$ cat config.mk
export PLATFORM = sky130hd
export DESIGN_NAME = cursor_line_edit_buffer_flat
export DESIGN_NICKNAME = d
export VERILOG_FILES = /design/src/design/cleb_pkg.sv /design/src/design/cleb_in_if.sv /design/src/design/cleb_out_if.sv /design/src/design/cleb_ram.sv /design/src/design/cleb_ctrl.sv /design/src/design/cleb_dp.sv /design/src/design/cursor_line_edit_buffer.sv /design/src/flat_wrapper.sv
export SDC_FILE = /design/constraint.sdc
export NUM_CORES = 2
export LEC_CHECK = 0
export BUFFER_PORTS_ARGS = -buffer_cell sky130_fd_sc_hd__clkbuf_2
export CORE_MARGIN = 2
export CORE_UTILIZATION = 50
export CTS_BUF_LIST = sky130_fd_sc_hd__clkbuf_8
export CTS_CLUSTER_SIZE = 8
export DETAILED_ROUTE_END_ITERATION = 8
export PLACE_DENSITY = 0.65
export SYNTH_ARGS = -nofsm -noshare
export SYNTH_HDL_FRONTEND = slang
export SYNTH_HIERARCHICAL = 1
export SYNTH_SLANG_ARGS = --single-unit
$ cat constraint.sdc
create_clock -name i_clk -period 10.9 [get_ports i_clk]
set_input_delay 2.18 -clock i_clk [delete_from_list [all_inputs] [get_ports i_clk]]
set_output_delay 2.18 -clock i_clk [all_outputs]
set_load 0.005 [all_outputs]
$ cat src/design/cleb_pkg.sv
// Shared types, constants and register codes for the cursor line edit buffer.
`default_nettype none

package cleb_pkg;

    localparam int CAPACITY_DEF = 64;
    localparam int CHAR_W       = 8;
    localparam int CFG_IDX_W    = 3;
    localparam int CFG_DATA_W   = 8;

    localparam logic [CFG_IDX_W-1:0] CFG_HOME   = 3'd0;
    localparam logic [CFG_IDX_W-1:0] CFG_END    = 3'd1;
    localparam logic [CFG_IDX_W-1:0] CFG_DELETE = 3'd2;
    localparam logic [CFG_IDX_W-1:0] CFG_RIGHT  = 3'd3;
    localparam logic [CFG_IDX_W-1:0] CFG_LEFT   = 3'd4;

    localparam logic [CHAR_W-1:0] HOME_RST   = 8'd91;
    localparam logic [CHAR_W-1:0] END_RST    = 8'd93;
    localparam logic [CHAR_W-1:0] DELETE_RST = 8'd45;
    localparam logic [CHAR_W-1:0] RIGHT_RST  = 8'd62;
    localparam logic [CHAR_W-1:0] LEFT_RST   = 8'd60;

    typedef enum logic [2:0] {
        K_HOME,
        K_END,
        K_DEL,
        K_RIGHT,
        K_LEFT,
        K_INS
    } t_key_op;

    typedef enum logic [3:0] {
        DP_NOP,
        DP_CAPTURE,
        DP_HOME,
        DP_END,
        DP_OVF,
        DP_RD_CUR,
        DP_RIGHT,
        DP_LEFT,
        DP_DEL_WR,
        DP_INS_W1,
        DP_INS_W2,
        DP_RO_START,
        DP_RO_STEP,
        DP_RO_EMPTY
    } t_dp_op;

    typedef enum logic [2:0] {
        ST_IDLE,
        ST_DISPATCH,
        ST_APPLY,
        ST_INS_W2,
        ST_RO_WALK
    } t_state;

    typedef struct packed {
        t_key_op key_op;
        logic    is_readout;
        logic    cur_at_head;
        logic    cur_at_tail;
        logic    full;
        logic    list_empty;
        logic    out_free;
        logic    walk_last;
    } t_dp_status;

endpackage

`default_nettype wire

$ cat src/design/cleb_in_if.sv
// Input channel: command and keystroke byte with valid/ready.
`default_nettype none

interface cleb_in_if;
    logic                     valid;
    logic                     ready;
    logic                     command;
    logic [cleb_pkg::CHAR_W-1:0] key;

    modport source (output valid, output command, output key, input ready);
    modport sink   (input valid, input command, input key, output ready);
endinterface

`default_nettype wire

$ cat src/design/cleb_out_if.sv
// Output channel: one text character per transaction with valid/ready.
`default_nettype none

interface cleb_out_if;
    logic                     valid;
    logic                     ready;
    logic [cleb_pkg::CHAR_W-1:0] char_out;
    logic                     has_char;
    logic                     overflowed;
    logic                     last;

    modport source (output valid, output char_out, output has_char, output overflowed,
                    output last, input ready);
    modport sink   (input valid, input char_out, input has_char, input overflowed,
                    input last, output ready);
endinterface

`default_nettype wire

$ cat src/design/cleb_ram.sv
// Generic single-write, single-read RAM with registered read data.
`default_nettype none

module cleb_ram #(
    parameter int WIDTH = 8,
    parameter int DEPTH = 64
) (
    input  wire logic                     i_clk,
    input  wire logic                     i_we,
    input  wire logic [$clog2(DEPTH)-1:0] i_waddr,
    input  wire logic [WIDTH-1:0]         i_wdata,
    input  wire logic                     i_re,
    input  wire logic [$clog2(DEPTH)-1:0] i_raddr,
    output      logic [WIDTH-1:0]         o_rdata
);

    logic [WIDTH-1:0] r_mem [DEPTH];
    logic [WIDTH-1:0] r_rdata;

    always_ff @(posedge i_clk) begin
        if (i_we) begin
            r_mem[i_waddr] <= i_wdata;
        end
        if (i_re) begin
            r_rdata <= r_mem[i_raddr];
        end
    end

    assign o_rdata = r_rdata;

endmodule

`default_nettype wire

$ cat src/design/cleb_ctrl.sv
// Controller state machine: sequences keystroke and readout operations.
`default_nettype none

module cleb_ctrl (
    input  wire logic                 i_clk,
    input  wire logic                 i_rst_n,
    input  wire logic                 i_in_valid,
    output      logic                 o_in_ready,
    input  wire cleb_pkg::t_dp_status i_status,
    output      cleb_pkg::t_dp_op     o_op
);

    cleb_pkg::t_state r_state;
    cleb_pkg::t_state n_state;

    always_ff @(posedge i_clk) begin
        if (!i_rst_n) begin
            r_state <= cleb_pkg::ST_IDLE;
        end else begin
            r_state <= n_state;
        end
    end

    always_comb begin
        n_state    = r_state;
        o_op       = cleb_pkg::DP_NOP;
        o_in_ready = 1'b0;
        case (r_state)
            cleb_pkg::ST_IDLE: begin
                o_in_ready = 1'b1;
                if (i_in_valid) begin
                    o_op    = cleb_pkg::DP_CAPTURE;
                    n_state = cleb_pkg::ST_DISPATCH;
                end
            end
            cleb_pkg::ST_DISPATCH: begin
                n_state = cleb_pkg::ST_IDLE;
                if (i_status.is_readout) begin
                    if (!i_status.list_empty) begin
                        o_op    = cleb_pkg::DP_RO_START;
                        n_state = cleb_pkg::ST_RO_WALK;
                    end else if (i_status.out_free) begin
                        o_op = cleb_pkg::DP_RO_EMPTY;
                    end else begin
                        n_state = cleb_pkg::ST_DISPATCH;
                    end
                end else begin
                    case (i_status.key_op)
                        cleb_pkg::K_HOME: o_op = cleb_pkg::DP_HOME;
                        cleb_pkg::K_END:  o_op = cleb_pkg::DP_END;
                        cleb_pkg::K_DEL, cleb_pkg::K_LEFT: begin
                            if (!i_status.cur_at_head) begin
                                o_op    = cleb_pkg::DP_RD_CUR;
                                n_state = cleb_pkg::ST_APPLY;
                            end
                        end
                        cleb_pkg::K_RIGHT: begin
                            if (!i_status.cur_at_tail) begin
                                o_op    = cleb_pkg::DP_RD_CUR;
                                n_state = cleb_pkg::ST_APPLY;
                            end
                        end
                        cleb_pkg::K_INS: begin
                            if (i_status.full) begin
                                o_op = cleb_pkg::DP_OVF;
                            end else begin
                                o_op    = cleb_pkg::DP_RD_CUR;
                                n_state = cleb_pkg::ST_APPLY;
                            end
                        end
                        default: o_op = cleb_pkg::DP_NOP;
                    endcase
                end
            end
            cleb_pkg::ST_APPLY: begin
                n_state = cleb_pkg::ST_IDLE;
                case (i_status.key_op)
                    cleb_pkg::K_DEL:   o_op = cleb_pkg::DP_DEL_WR;
                    cleb_pkg::K_RIGHT: o_op = cleb_pkg::DP_RIGHT;
                    cleb_pkg::K_LEFT:  o_op = cleb_pkg::DP_LEFT;
                    cleb_pkg::K_INS: begin
                        o_op    = cleb_pkg::DP_INS_W1;
                        n_state = cleb_pkg::ST_INS_W2;
                    end
                    default: o_op = cleb_pkg::DP_NOP;
                endcase
            end
            cleb_pkg::ST_INS_W2: begin
                o_op    = cleb_pkg::DP_INS_W2;
                n_state = cleb_pkg::ST_IDLE;
            end
            cleb_pkg::ST_RO_WALK: begin
                if (i_status.out_free) begin
                    o_op = cleb_pkg::DP_RO_STEP;
                    if (i_status.walk_last) begin
                        n_state = cleb_pkg::ST_IDLE;
                    end
                end
            end
            default: n_state = cleb_pkg::ST_IDLE;
        endcase
    end

endmodule

`default_nettype wire

$ cat src/design/cleb_dp.sv
// Datapath: key registers, linked list memories, free stack and output register.
`default_nettype none

module cleb_dp #(
    parameter int CAPACITY = cleb_pkg::CAPACITY_DEF
) (
    input  wire logic                            i_clk,
    input  wire logic                            i_rst_n,
    input  wire logic                            i_cfg_we,
    input  wire logic [cleb_pkg::CFG_IDX_W-1:0]  i_cfg_idx,
    input  wire logic [cleb_pkg::CFG_DATA_W-1:0] i_cfg_data,
    input  wire logic                            i_command,
    input  wire logic [cleb_pkg::CHAR_W-1:0]     i_key,
    input  wire logic                            i_out_ready,
    output      logic                            o_out_valid,
    output      logic [cleb_pkg::CHAR_W-1:0]     o_char_out,
    output      logic                            o_has_char,
    output      logic                            o_overflowed,
    output      logic                            o_last,
    input  wire cleb_pkg::t_dp_op                i_op,
    output      cleb_pkg::t_dp_status            o_status
);

    localparam int IW = $clog2(CAPACITY);
    localparam int LW = $clog2(CAPACITY + 1);
    localparam int CW = cleb_pkg::CHAR_W;
    localparam logic [LW-1:0] HEAD    = LW'(CAPACITY);
    localparam logic [LW-1:0] CAP_CNT = LW'(CAPACITY);

    logic [CW-1:0] r_home, n_home, r_end, n_end, r_del, n_del;
    logic [CW-1:0] r_right, n_right, r_left, n_left;
    logic          r_cmd, n_cmd;
    logic [CW-1:0] r_key, n_key;
    logic [LW-1:0] r_head_next, n_head_next, r_tail, n_tail, r_cursor, n_cursor;
    logic [LW-1:0] r_count, n_count, r_fresh, n_fresh, r_top, n_top;
    logic          r_ovf, n_ovf;
    logic [IW-1:0] r_slot, n_slot;
    logic [LW-1:0] r_nxt, n_nxt;
    logic          r_out_valid, n_out_valid;
    logic [CW-1:0] r_out_char, n_out_char;
    logic          r_out_has, n_out_has, r_out_ovf, n_out_ovf, r_out_last, n_out_last;

    logic          cs_we, cs_re;
    logic [IW-1:0] cs_waddr, cs_raddr;
    logic [CW-1:0] cs_wdata, cs_rdata;
    logic          nl_we, nl_re;
    logic [IW-1:0] nl_waddr, nl_raddr;
    logic [LW-1:0] nl_wdata, nl_rdata;
    logic          pl_we, pl_re;
    logic [IW-1:0] pl_waddr, pl_raddr;
    logic [LW-1:0] pl_wdata, pl_rdata;
    logic          fs_we, fs_re;
    logic [IW-1:0] fs_waddr, fs_raddr;
    logic [IW-1:0] fs_wdata, fs_rdata;

    logic          cur_at_head, cur_at_tail, out_free, walk_last;
    logic [IW-1:0] cur_idx, top_idx, ins_slot;
    logic [LW-1:0] ins_nxt, slot_ext;
    cleb_pkg::t_key_op key_op;

    cleb_ram #(.WIDTH(CW), .DEPTH(CAPACITY)) u_char_store (
        .i_clk(i_clk), .i_we(cs_we), .i_waddr(cs_waddr), .i_wdata(cs_wdata),
        .i_re(cs_re), .i_raddr(cs_raddr), .o_rdata(cs_rdata)
    );
    cleb_ram #(.WIDTH(LW), .DEPTH(CAPACITY)) u_next_link (
        .i_clk(i_clk), .i_we(nl_we), .i_waddr(nl_waddr), .i_wdata(nl_wdata),
        .i_re(nl_re), .i_raddr(nl_raddr), .o_rdata(nl_rdata)
    );
    cleb_ram #(.WIDTH(LW), .DEPTH(CAPACITY)) u_prev_link (
        .i_clk(i_clk), .i_we(pl_we), .i_waddr(pl_waddr), .i_wdata(pl_wdata),
        .i_re(pl_re), .i_raddr(pl_raddr), .o_rdata(pl_rdata)
    );
    cleb_ram #(.WIDTH(IW), .DEPTH(CAPACITY)) u_free_stack (
        .i_clk(i_clk), .i_we(fs_we), .i_waddr(fs_waddr), .i_wdata(fs_wdata),
        .i_re(fs_re), .i_raddr(fs_raddr), .o_rdata(fs_rdata)
    );

    // Status decode; key match priority: home, end, delete, right, left.
    always_comb begin
        if (r_key == r_home) begin
            key_op = cleb_pkg::K_HOME;
        end else if (r_key == r_end) begin
            key_op = cleb_pkg::K_END;
        end else if (r_key == r_del) begin
            key_op = cleb_pkg::K_DEL;
        end else if (r_key == r_right) begin
            key_op = cleb_pkg::K_RIGHT;
        end else if (r_key == r_left) begin
            key_op = cleb_pkg::K_LEFT;
        end else begin
            key_op = cleb_pkg::K_INS;
        end
    end

    assign cur_at_head = (r_cursor == HEAD);
    assign cur_at_tail = (r_cursor == r_tail);
    assign out_free    = !r_out_valid || i_out_ready;
    assign walk_last   = (nl_rdata == HEAD);
    assign cur_idx     = cur_at_head ? '0 : r_cursor[IW-1:0];
    assign top_idx     = (r_top == '0) ? '0 : IW'(r_top - LW'(1));
    assign ins_slot    = (r_top != '0) ? fs_rdata : r_fresh[IW-1:0];
    assign ins_nxt     = cur_at_head ? r_head_next : nl_rdata;
    assign slot_ext    = LW'(r_slot);

    assign o_status.key_op      = key_op;
    assign o_status.is_readout  = r_cmd;
    assign o_status.cur_at_head = cur_at_head;
    assign o_status.cur_at_tail = cur_at_tail;
    assign o_status.full        = (r_count == CAP_CNT);
    assign o_status.list_empty  = (r_head_next == HEAD);
    assign o_status.out_free    = out_free;
    assign o_status.walk_last   = walk_last;

    always_comb begin
        n_home = r_home; n_end = r_end; n_del = r_del; n_right = r_right; n_left = r_left;
        n_cmd = r_cmd; n_key = r_key;
        n_head_next = r_head_next; n_tail = r_tail; n_cursor = r_cursor;
        n_count = r_count; n_fresh = r_fresh; n_top = r_top; n_ovf = r_ovf;
        n_slot = r_slot; n_nxt = r_nxt;
        n_out_valid = r_out_valid && !i_out_ready;
        n_out_char = r_out_char; n_out_has = r_out_has;
        n_out_ovf = r_out_ovf; n_out_last = r_out_last;
        cs_we = 1'b0; cs_waddr = '0; cs_wdata = '0; cs_re = 1'b0; cs_raddr = '0;
        nl_we = 1'b0; nl_waddr = '0; nl_wdata = '0; nl_re = 1'b0; nl_raddr = '0;
        pl_we = 1'b0; pl_waddr = '0; pl_wdata = '0; pl_re = 1'b0; pl_raddr = '0;
        fs_we = 1'b0; fs_waddr = '0; fs_wdata = '0; fs_re = 1'b0; fs_raddr = '0;

        if (i_cfg_we) begin
            case (i_cfg_idx)
                cleb_pkg::CFG_HOME:   n_home  = i_cfg_data;
                cleb_pkg::CFG_END:    n_end   = i_cfg_data;
                cleb_pkg::CFG_DELETE: n_del   = i_cfg_data;
                cleb_pkg::CFG_RIGHT:  n_right = i_cfg_data;
                cleb_pkg::CFG_LEFT:   n_left  = i_cfg_data;
                default: ;
            endcase
        end

        case (i_op)
            cleb_pkg::DP_CAPTURE: begin
                n_cmd = i_command;
                n_key = i_key;
            end
            cleb_pkg::DP_HOME: n_cursor = HEAD;
            cleb_pkg::DP_END:  n_cursor = r_tail;
            cleb_pkg::DP_OVF:  n_ovf    = 1'b1;
            cleb_pkg::DP_RD_CUR: begin
                nl_re = 1'b1; nl_raddr = cur_idx;
                pl_re = 1'b1; pl_raddr = cur_idx;
                fs_re = 1'b1; fs_raddr = top_idx;
            end
            cleb_pkg::DP_RIGHT: n_cursor = cur_at_head ? r_head_next : nl_rdata;
            cleb_pkg::DP_LEFT:  n_cursor = pl_rdata;
            cleb_pkg::DP_DEL_WR: begin
                if (pl_rdata == HEAD) begin
                    n_head_next = nl_rdata;
                end else begin
                    nl_we = 1'b1; nl_waddr = pl_rdata[IW-1:0]; nl_wdata = nl_rdata;
                end
                if (nl_rdata == HEAD) begin
                    n_tail = pl_rdata;
                end else begin
                    pl_we = 1'b1; pl_waddr = nl_rdata[IW-1:0]; pl_wdata = pl_rdata;
                end
                n_cursor = pl_rdata;
                n_count  = r_count - LW'(1);
                fs_we    = 1'b1;
                fs_waddr = r_top[IW-1:0];
                fs_wdata = r_cursor[IW-1:0];
                n_top    = r_top + LW'(1);
            end
            cleb_pkg::DP_INS_W1: begin
                cs_we = 1'b1; cs_waddr = ins_slot; cs_wdata = r_key;
                nl_we = 1'b1; nl_waddr = ins_slot; nl_wdata = ins_nxt;
                pl_we = 1'b1; pl_waddr = ins_slot; pl_wdata = r_cursor;
                n_slot = ins_slot;
                n_nxt  = ins_nxt;
                if (r_top != '0) begin
                    n_top = r_top - LW'(1);
                end else begin
                    n_fresh = r_fresh + LW'(1);
                end
            end
            cleb_pkg::DP_INS_W2: begin
                if (r_nxt == HEAD) begin
                    n_tail = slot_ext;
                end else begin
                    pl_we = 1'b1; pl_waddr = r_nxt[IW-1:0]; pl_wdata = slot_ext;
                end
                if (cur_at_head) begin
                    n_head_next = slot_ext;
                end else begin
                    nl_we = 1'b1; nl_waddr = r_cursor[IW-1:0]; nl_wdata = slot_ext;
                end
                n_cursor = slot_ext;
                n_count  = r_count + LW'(1);
            end
            cleb_pkg::DP_RO_START: begin
                nl_re = 1'b1; nl_raddr = r_head_next[IW-1:0];
                cs_re = 1'b1; cs_raddr = r_head_next[IW-1:0];
            end
            cleb_pkg::DP_RO_STEP, cleb_pkg::DP_RO_EMPTY: begin
                if (out_free) begin
                    n_out_valid = 1'b1;
                    n_out_ovf   = r_ovf;
                    if (i_op == cleb_pkg::DP_RO_STEP) begin
                        n_out_char = cs_rdata;
                        n_out_has  = 1'b1;
                        n_out_last = walk_last;
                    end else begin
                        n_out_char = '0;
                        n_out_has  = 1'b0;
                        n_out_last = 1'b1;
                    end
                    if (i_op == cleb_pkg::DP_RO_EMPTY || walk_last) begin
                        n_head_next = HEAD;
                        n_tail      = HEAD;
                        n_cursor    = HEAD;
                        n_count     = '0;
                        n_fresh     = '0;
                        n_top       = '0;
                        n_ovf       = 1'b0;
                    end else begin
                        nl_re = 1'b1; nl_raddr = nl_rdata[IW-1:0];
                        cs_re = 1'b1; cs_raddr = nl_rdata[IW-1:0];
                    end
                end
            end
            default: ;
        endcase
    end

    always_ff @(posedge i_clk) begin
        if (!i_rst_n) begin
            r_home      <= cleb_pkg::HOME_RST;
            r_end       <= cleb_pkg::END_RST;
            r_del       <= cleb_pkg::DELETE_RST;
            r_right     <= cleb_pkg::RIGHT_RST;
            r_left      <= cleb_pkg::LEFT_RST;
            r_head_next <= HEAD;
            r_tail      <= HEAD;
            r_cursor    <= HEAD;
            r_count     <= '0;
            r_fresh     <= '0;
            r_top       <= '0;
            r_ovf       <= 1'b0;
            r_out_valid <= 1'b0;
        end else begin
            r_home      <= n_home;
            r_end       <= n_end;
            r_del       <= n_del;
            r_right     <= n_right;
            r_left      <= n_left;
            r_head_next <= n_head_next;
            r_tail      <= n_tail;
            r_cursor    <= n_cursor;
            r_count     <= n_count;
            r_fresh     <= n_fresh;
            r_top       <= n_top;
            r_ovf       <= n_ovf;
            r_out_valid <= n_out_valid;
        end
    end

    always_ff @(posedge i_clk) begin
        r_cmd      <= n_cmd;
        r_key      <= n_key;
        r_slot     <= n_slot;
        r_nxt      <= n_nxt;
        r_out_char <= n_out_char;
        r_out_has  <= n_out_has;
        r_out_ovf  <= n_out_ovf;
        r_out_last <= n_out_last;
    end

    assign o_out_valid  = r_out_valid;
    assign o_char_out   = r_out_char;
    assign o_has_char   = r_out_has;
    assign o_overflowed = r_out_ovf;
    assign o_last       = r_out_last;

    a_count_bound: assert property (@(posedge i_clk) disable iff (!i_rst_n)
        r_count <= CAP_CNT)
        else $error("character count above capacity");

    // slot is taken in the cycle before the count moves during an insert
    a_slot_balance: assert property (@(posedge i_clk) disable iff (!i_rst_n)
        (i_op != cleb_pkg::DP_INS_W2) |-> ((r_count + r_top) == r_fresh))
        else $error("slot accounting out of balance");

    a_empty_links: assert property (@(posedge i_clk) disable iff (!i_rst_n)
        ((r_count == '0) == (r_head_next == HEAD)) && ((r_count == '0) == (r_tail == HEAD)))
        else $error("empty list and sentinel links disagree");

    a_readout_clear: assert property (@(posedge i_clk) disable iff (!i_rst_n)
        (i_op == cleb_pkg::DP_RO_STEP && out_free && walk_last) |=>
        (r_count == '0 && r_cursor == HEAD && r_out_valid && r_out_last))
        else $error("readout end did not clear the buffer");

endmodule

`default_nettype wire

$ cat src/design/cursor_line_edit_buffer.sv
// Top level of the cursor line edit buffer: controller plus datapath.
// A bounded line editor holding up to CAPACITY characters in a doubly linked
// list with a cursor. A keystroke transaction passes through the capture and
// dispatch states; home/end, moves or deletes that hit a list end and an
// insert into a full buffer end there. Left, right and delete add an apply
// state, and an insert adds apply and a second write state, since the
// registered-read link memories are read in dispatch before the links are
// rewritten. A readout transaction returns one output transaction per
// character (a single empty transaction when the buffer is empty), with last
// set on the final one, then clears the buffer and the overflow flag. Output
// stalls pause the walk. No clearing pass runs after reset. The user sets key
// codes through the write port while idle; the block does not enforce this.
`default_nettype none

module cursor_line_edit_buffer #(
    parameter int CAPACITY = cleb_pkg::CAPACITY_DEF
) (
    input  wire logic                            i_clk,
    input  wire logic                            i_rst_n,
    input  wire logic                            i_cfg_we,
    input  wire logic [cleb_pkg::CFG_IDX_W-1:0]  i_cfg_idx,
    input  wire logic [cleb_pkg::CFG_DATA_W-1:0] i_cfg_data,
    cleb_in_if.sink                              i_in,
    cleb_out_if.source                           o_out
);

    cleb_pkg::t_dp_op     op;
    cleb_pkg::t_dp_status status;
    logic                 in_ready;

    assign i_in.ready = in_ready;

    cleb_ctrl u_ctrl (
        .i_clk      (i_clk),
        .i_rst_n    (i_rst_n),
        .i_in_valid (i_in.valid),
        .o_in_ready (in_ready),
        .i_status   (status),
        .o_op       (op)
    );

    cleb_dp #(.CAPACITY(CAPACITY)) u_dp (
        .i_clk        (i_clk),
        .i_rst_n      (i_rst_n),
        .i_cfg_we     (i_cfg_we),
        .i_cfg_idx    (i_cfg_idx),
        .i_cfg_data   (i_cfg_data),
        .i_command    (i_in.command),
        .i_key        (i_in.key),
        .i_out_ready  (o_out.ready),
        .o_out_valid  (o_out.valid),
        .o_char_out   (o_out.char_out),
        .o_has_char   (o_out.has_char),
        .o_overflowed (o_out.overflowed),
        .o_last       (o_out.last),
        .i_op         (op),
        .o_status     (status)
    );

endmodule

`default_nettype wire
$ cat src/flat_wrapper.sv
// flat-port wrapper written by rule: the top's interface ports become plain ports
module cursor_line_edit_buffer_flat 
#(
    parameter int CAPACITY = cleb_pkg::CAPACITY_DEF
)
  (i_clk, i_rst_n, i_cfg_we, i_cfg_idx, i_cfg_data, i_in_valid, i_in_command, i_in_key, i_in_ready, o_out_valid, o_out_char_out, o_out_has_char, o_out_overflowed, o_out_last, o_out_ready);
  cleb_in_if i_in_i ();
  cleb_out_if o_out_i ();
  input  wire logic i_clk;
  input  wire logic i_rst_n;
  input  wire logic i_cfg_we;
  input  wire logic [cleb_pkg::CFG_IDX_W-1:0] i_cfg_idx;
  input  wire logic [cleb_pkg::CFG_DATA_W-1:0] i_cfg_data;
  input wire logic [$bits(i_in_i.valid)-1:0] i_in_valid;
  input wire logic [$bits(i_in_i.command)-1:0] i_in_command;
  input wire logic [$bits(i_in_i.key)-1:0] i_in_key;
  output wire logic [$bits(i_in_i.ready)-1:0] i_in_ready;
  output wire logic [$bits(o_out_i.valid)-1:0] o_out_valid;
  output wire logic [$bits(o_out_i.char_out)-1:0] o_out_char_out;
  output wire logic [$bits(o_out_i.has_char)-1:0] o_out_has_char;
  output wire logic [$bits(o_out_i.overflowed)-1:0] o_out_overflowed;
  output wire logic [$bits(o_out_i.last)-1:0] o_out_last;
  input wire logic [$bits(o_out_i.ready)-1:0] o_out_ready;
  assign i_in_i.valid = i_in_valid;
  assign i_in_i.command = i_in_command;
  assign i_in_i.key = i_in_key;
  assign i_in_ready = i_in_i.ready;
  assign o_out_valid = o_out_i.valid;
  assign o_out_char_out = o_out_i.char_out;
  assign o_out_has_char = o_out_i.has_char;
  assign o_out_overflowed = o_out_i.overflowed;
  assign o_out_last = o_out_i.last;
  assign o_out_i.ready = o_out_ready;
  cursor_line_edit_buffer #(.CAPACITY(CAPACITY)) u_core (.i_clk(i_clk), .i_rst_n(i_rst_n), .i_cfg_we(i_cfg_we), .i_cfg_idx(i_cfg_idx), .i_cfg_data(i_cfg_data), .i_in(i_in_i), .o_out(o_out_i));
endmodule
# --- Word level (Yosys, flattened, before mapping) ---
# Memories as Yosys holds them, arrays and structs flattened. A register that Yosys moved wholly into a read port is not among the register bits.
# Cells that the tools add are included.
totals:
  register_bits: 120
  mem_bits_rw: 1792
  inputBits: 25
  mem_count: 4
mem_list:
  columns: ["memory", "depth", "width", "read_ports", "rd_clocked_by_memory_dff", "write_ports", "line_no", "rtl"]
  rows:
  - ["u_core.u_dp.u_char_store.r_mem", 64, 8, 1, 1, 1, "cleb_ram.sv:17", "logic [WIDTH-1:0] r_mem [DEPTH];"]
  - ["u_core.u_dp.u_next_link.r_mem", 64, 7, 1, 1, 1, "cleb_ram.sv:17", null]
  - ["u_core.u_dp.u_prev_link.r_mem", 64, 7, 1, 1, 1, "cleb_ram.sv:17", null]
  - ["u_core.u_dp.u_free_stack.r_mem", 64, 6, 1, 1, 1, "cleb_ram.sv:17", null]
classes:
  eq_ne: 49
  mux: 97
  n_addsub: 5
  reduce_logical: 33
op_table:
  columns: ["operator", "count"]
  rows:
  - ["7-bit one-hot mux with 3 select lines", 6]
  - ["7-bit 2-to-1 mux", 13]
  - ["6-bit 2-to-1 mux", 15]
  - ["6-bit one-hot mux with 3 select lines", 3]
  - ["7-bit equality test, second input constant", 6]
  - ["7-bit one-hot mux with 6 select lines", 1]
  - ["8-bit equality test", 5]
  - ["3-bit 2-to-1 mux", 11]
  - ["1-bit 2-to-1 mux", 27]
  - ["4-bit equality test, second input constant", 6]
  - ["2-bit inequality test, second input constant", 11]
  - ["7-bit by 1-bit adder with 7-bit output, second input constant", 3]
  - ["4-bit one-hot mux with 5 select lines", 1]
  - ["3-bit by 2-bit equality test with 1-bit output, second input constant", 6]
  - ["4-bit by 3-bit equality test with 1-bit output, second input constant", 4]
  - ["4-bit 2-to-1 mux", 4]
  - ["4-bit one-hot mux with 4 select lines", 1]
  - ["3-bit one-hot mux with 5 select lines", 1]
  - ["7-bit one-hot mux with 2 select lines", 1]
  - ["7-bit by 1-bit subtractor with 7-bit output, second input constant", 2]
  - ["3-bit equality test, second input constant", 4]
  - ["3-bit one-hot mux with 4 select lines", 1]
  - ["6-bit one-hot mux with 2 select lines", 1]
  - ["2-bit AND reduction", 6]
  - ["22 further kinds", 45]

# --- Longest topological paths before layout ---
depth:
  ltp_word: 16
  mapped_depth: 26

# --- Cells and area by module ---
# The synthesis kept the hierarchy.
by_module_without_submodules:
  columns: ["module", "instances", "cells_each", "area_per_inst_um2"]
  rows:
  - ["cleb_ram (u_core.u_dp.u_next_link ...)", 2, 827, 17705.7]
  - ["cleb_ram (u_core.u_dp.u_char_store)", 1, 972, 20270.7]
  - ["cleb_ram (u_core.u_dp.u_free_stack)", 1, 720, 15285.9]
  - ["cleb_dp", 1, 832, 6966.7]
  - ["cleb_ctrl", 1, 59, 410.4]

# --- Least setup slack after synthesis ---
# OpenSTA, ideal clock, no wires.
synth_timing:
  kind: "input-to-reg"
  startpoint: "input port o_out_ready"
  endpoint: "register u_core.u_dp.u_free_stack.r_rdata[0], in the netlist u_core/u_dp/u_free_stack/o_rdata[0], read port of u_core.u_dp.u_free_stack.r_mem (data pin)"
  cell_stages: 18
  arrival_time_ns: 6.151
  setup_time_ns: 0.257
  n_path_buf: 5
  slack_ns: 4.492
  cell_sequence: "nand2b_1 buf_4 nand2b_1 a21oi_1 o32ai_1 a31o_1 clkbuf_1 nand2b_1 nor2_1 nand2_1 nor2_1 buf_6 buf_6 buf_4 mux4_2 o22ai_1 o21ai_1 a32o_1"
synth_rtl:
  columns: ["item", "line_no", "rtl"]
  rows:
  - ["from (decl)", "flat_wrapper.sv:23", "input wire logic [$bits(o_out_i.ready)-1:0] o_out_ready;"]
  - ["to (decl)", "cleb_ram.sv:18", "logic [WIDTH-1:0] r_rdata;"]

==> results.yml <==
layout:
  stdcell_count: 6682
  multi_input_area_sq_um: 19600
  drive_gt1_share_pct: 21.8
  layout.nets: 4455
  ff_latch_area_sq_um: 57400
  area_growth_pct: 9.72
  fill_cells: 11900
timing:
  tightest_slew_ns: 1.37
  rsz0062_at_grt: "no"
  skew_ns: 0.0676
  period_needed_ns: 8.20
  drv_slew: 0
  max_freq_mhz: 122
  setup_viol: 0
  finalHoldViolCount: 0
  fin_crit_sh_pct: 75.3
  relSlewSlack_pct: 8.60
  fin_setup_tns_ns: 0
critical_path:
  startpoint_type: "flip-flop"
  cp_slowest_cell: "clkinv_1"
  path_buf_inv: 3
  worstSetupEndpointType: "flip-flop"
  critPathKind: "reg2reg"
  arrival_ns: 8.82
  crit_chain: "xnor2_1, nand4_1, nor2_1, o31ai_1, a21oi_1, nand2_1, o22ai_1, nand3_1, o21ai_4, buf_4, nand4bb_1, clkinv_1, buf_4, nand2b_1, o21ai_0, nor2b_1, nand3_1, nor2_1"
  worst_ep_required_time_ns: 11.51
  slowest_delay_ns: 1.01
  ff2ff_setup_slack_ns: 2.70
  path_max_fanout: 37
  crit_family: "simple AND/OR/NAND/NOR gates"
synth:
  ys_types: 91
  async_reset_ff_share_pct: 0
  yosys.area.top_type: "edfxtp_1"
  synth_compound_gate_area_share_pct: 4.21
  synth_xor_area_share_pct: 0.604
  synth_edf_count: 1853
  syn_avg_cell_area_sq_um: 18.5
  synthSimpleGateAreaFrac_pct: 5.68
  syn-instance-count: 4237
  synthTopCellsByArea: "edfxtp_1, mux4_2, dfxtp_1"
  ys_ff_latch: 1939
  muxShareOfSynthArea_pct: 14.2
  synthAdderAreaFrac_pct: 0.160
  yosysMostFrequentCell: "edfxtp_1"
  synth_top_family_by_area: "multiplexers"
  synth-main-ff-cell: "edfxtp_1"
  ys.warnings.count: 6
  mappedNetlistNets: 4272
  yosysSeqAreaShare_pct: 73.2
  synth_top_area_share_pct: 71.0
  syn_area_sq_um: 78300
  ys_top_cells_by_count: "edfxtp_1, mux4_2, nor2_1"
clock_network:
  clockBufferDepth: 4
  cts_htree_levels: 5
  numCtsBuffers: 326
  cts.clk_slew.worst_paths_ns: 0.06
  cts.hold.buffers_added: 0
  clockRootBuffer: "clkbuf_8"
  post_cts_buffers: 0
  numClockSinks: 1939
  clk_latency_ns: 1.01
  cts_tree: "built"
  cts_resized: 0
power:
  vdd_drop_max_mv: 0.155
  p_leak_nw: 26.5
  p_per_area_nw_per_um2: 211
routing:
  drtAntennaViolNets: 0
  drt_wl_total_um: 183000
  first_iter_violations: 4953
  drtPass1Iterations: 7
  drc: 0
  vias: 41700
  viasPerCell: 6.24
  wl_per_cell_um: 27.5
global_routing:
  antenna_found_initial: 5
  grt_max_degree: 100
  grt_usage_pct: 22.9
  grt-ovfl-total: 0
  grt_pass1_wl_um: 270000
  grt_pass1_vias: 41100
place:
  gp_congestion: 0.851
  dp_hpwl_um: 110000
  dp.cells: 6150
  portBuffers: 37
floorplan:
  ioPinCount: 38
  start_util_pct: 50.3
  die-area_sq_um: 160000
  placementRows: 145
  die_w_um: 400
  die_h_um: 400
  core_sq_um: 156000
hold_path:
  hp-class: "reg2reg"
outcome:
  status: "complete, no violations"
run:
  maxCapViolCount: 0
-- stage by stage --
| stage | cell area [sq um] | hold slack (ns) | util, % | total power [W] | setup slack (ns) |
|---|---|---|---|---|---|
| after detailed placement | 80400 | 0.438 | 51.6 | 0.0126 | 2.49 |
| after global routing | 86000 | 0.449 | 55.2 | 0.0188 | 2.30 |
| after global placement | 80400 | 0.414 | 51.6 | 0.0126 | 2.67 |
| after floorplan | 78300 | 0.409 | - | 0.0114 | 4.49 |
| final | 86000 | 0.432 | 55.2 | 0.0181 | 2.70 |
| after CTS | 85900 | 0.436 | 55.2 | 0.0183 | 2.88 |
-- layout by cell type, fill, tap and decap left out, types with 15 or more instances in the layout --
cell	count
o31ai_1	20
nand4_1	22
xnor2_1	33
a22oi_1	28
mux2_2	22
dfxtp_1	86
inv_1	147
nor3_1	39
clkinv_1	56
clkinv_2	16
and3_1	19
nand3b_1	23
nor2b_1	32
buf_4	61
o22ai_1	61
clkbuf_2	37
nor2_1	352
mux4_2	435
nand3_1	107
a211oi_1	15
o221ai_1	36
a31oi_1	32
clkbuf_8	342
xor2_1	21
o21ai_0	51
nand2b_1	42
mux2i_1	89
nand2_1	166
o21ai_1	21
edfxtp_1	1853
a21oi_1	64
a221oi_1	15
-- path summary, 6_finish.rpt --
check                            start                              endpoint  cells after the start
setup reg to reg  u_core/u_dp/r_key[3]  u_core/u_dp/u_prev_link/r_mem[45][0]                     18
hold / removal       u_core/u_dp/r_ovf              u_core/u_dp/o_overflowed                      0
hold reg to reg      u_core/u_dp/r_ovf              u_core/u_dp/o_overflowed                      0
setup / recovery  u_core/u_dp/r_key[3]  u_core/u_dp/u_prev_link/r_mem[45][0]                     18
-- kinds of logic (layout without fill, tap and decap cells) --
group                    after synthesis  count (layout)
AO/OA/AOI/OAI                        465             465
AND/OR/NAND/NOR                      927             927
XOR/XNOR                              54              54
flip-flops                          1939            1939
multiplexers                         553             553
other                                  0               1
buffers and inverters                289             675
adder cells (fa/ha/maj)               10              10
-- worst register-to-register path, cell delays in order, from the launching register on --
cell	delay, ns
edfxtp_1	0.57
xnor2_1	0.22
nand4_1	0.13
nor2_1	0.24
o31ai_1	0.12
a21oi_1	0.77
nand2_1	0.12
o22ai_1	0.18
nand3_1	0.17
o21ai_4	0.10
buf_4	0.45
nand4bb_1	0.62
clkinv_1	1.01
buf_4	0.56
nand2b_1	0.35
o21ai_0	0.48
nor2b_1	0.31
nand3_1	0.59
nor2_1	0.80
-- registers in the layout, indices dropped and copies added (netlist names), 384 cells and up --
signal / cells
u_core/u_dp/u_free_stack/r_mem: 384
u_core/u_dp/u_char_store/r_mem: 512
u_core/u_dp/u_prev_link/r_mem: 448
u_core/u_dp/u_next_link/r_mem: 448
-- area by class of cell --
| type | instances | area share (%) |
|---|---|---|
| flip-flops and latches | 1939 | 66.7 |
| multi-input cells | 2009 | 22.8 |
| clock buffers | 342 | 5.48 |
| well taps | 2058 | 3.00 |
| clock inverters | 189 | 0.959 |
| repair buffers | 103 | 0.865 |
| inverters | 41 | 0.191 |
| diodes | 1 | 0.00291 |
-- layer usage --
metal	GRT usage (%)	routed length (um)	up-vias
li1	-	-	17600
met1	33.0	76800	21700
met2	35.8	87900	1991
met3	4.66	14800	316
met4	6.43	4030	4
met5	0	33	-
-- report_power, final --
group	switching [W]	internal [W]	leakage, nW	total, W
logic	0.00226	0.00105	5.79	0.00331
clock network	0.00271	0.00293	3.26	0.00564
registers	0.000241	0.00896	17.5	0.00920
total	0.00521	0.0129	26.5	0.0181
No activity file was read; power rests on OpenSTA's default activity.
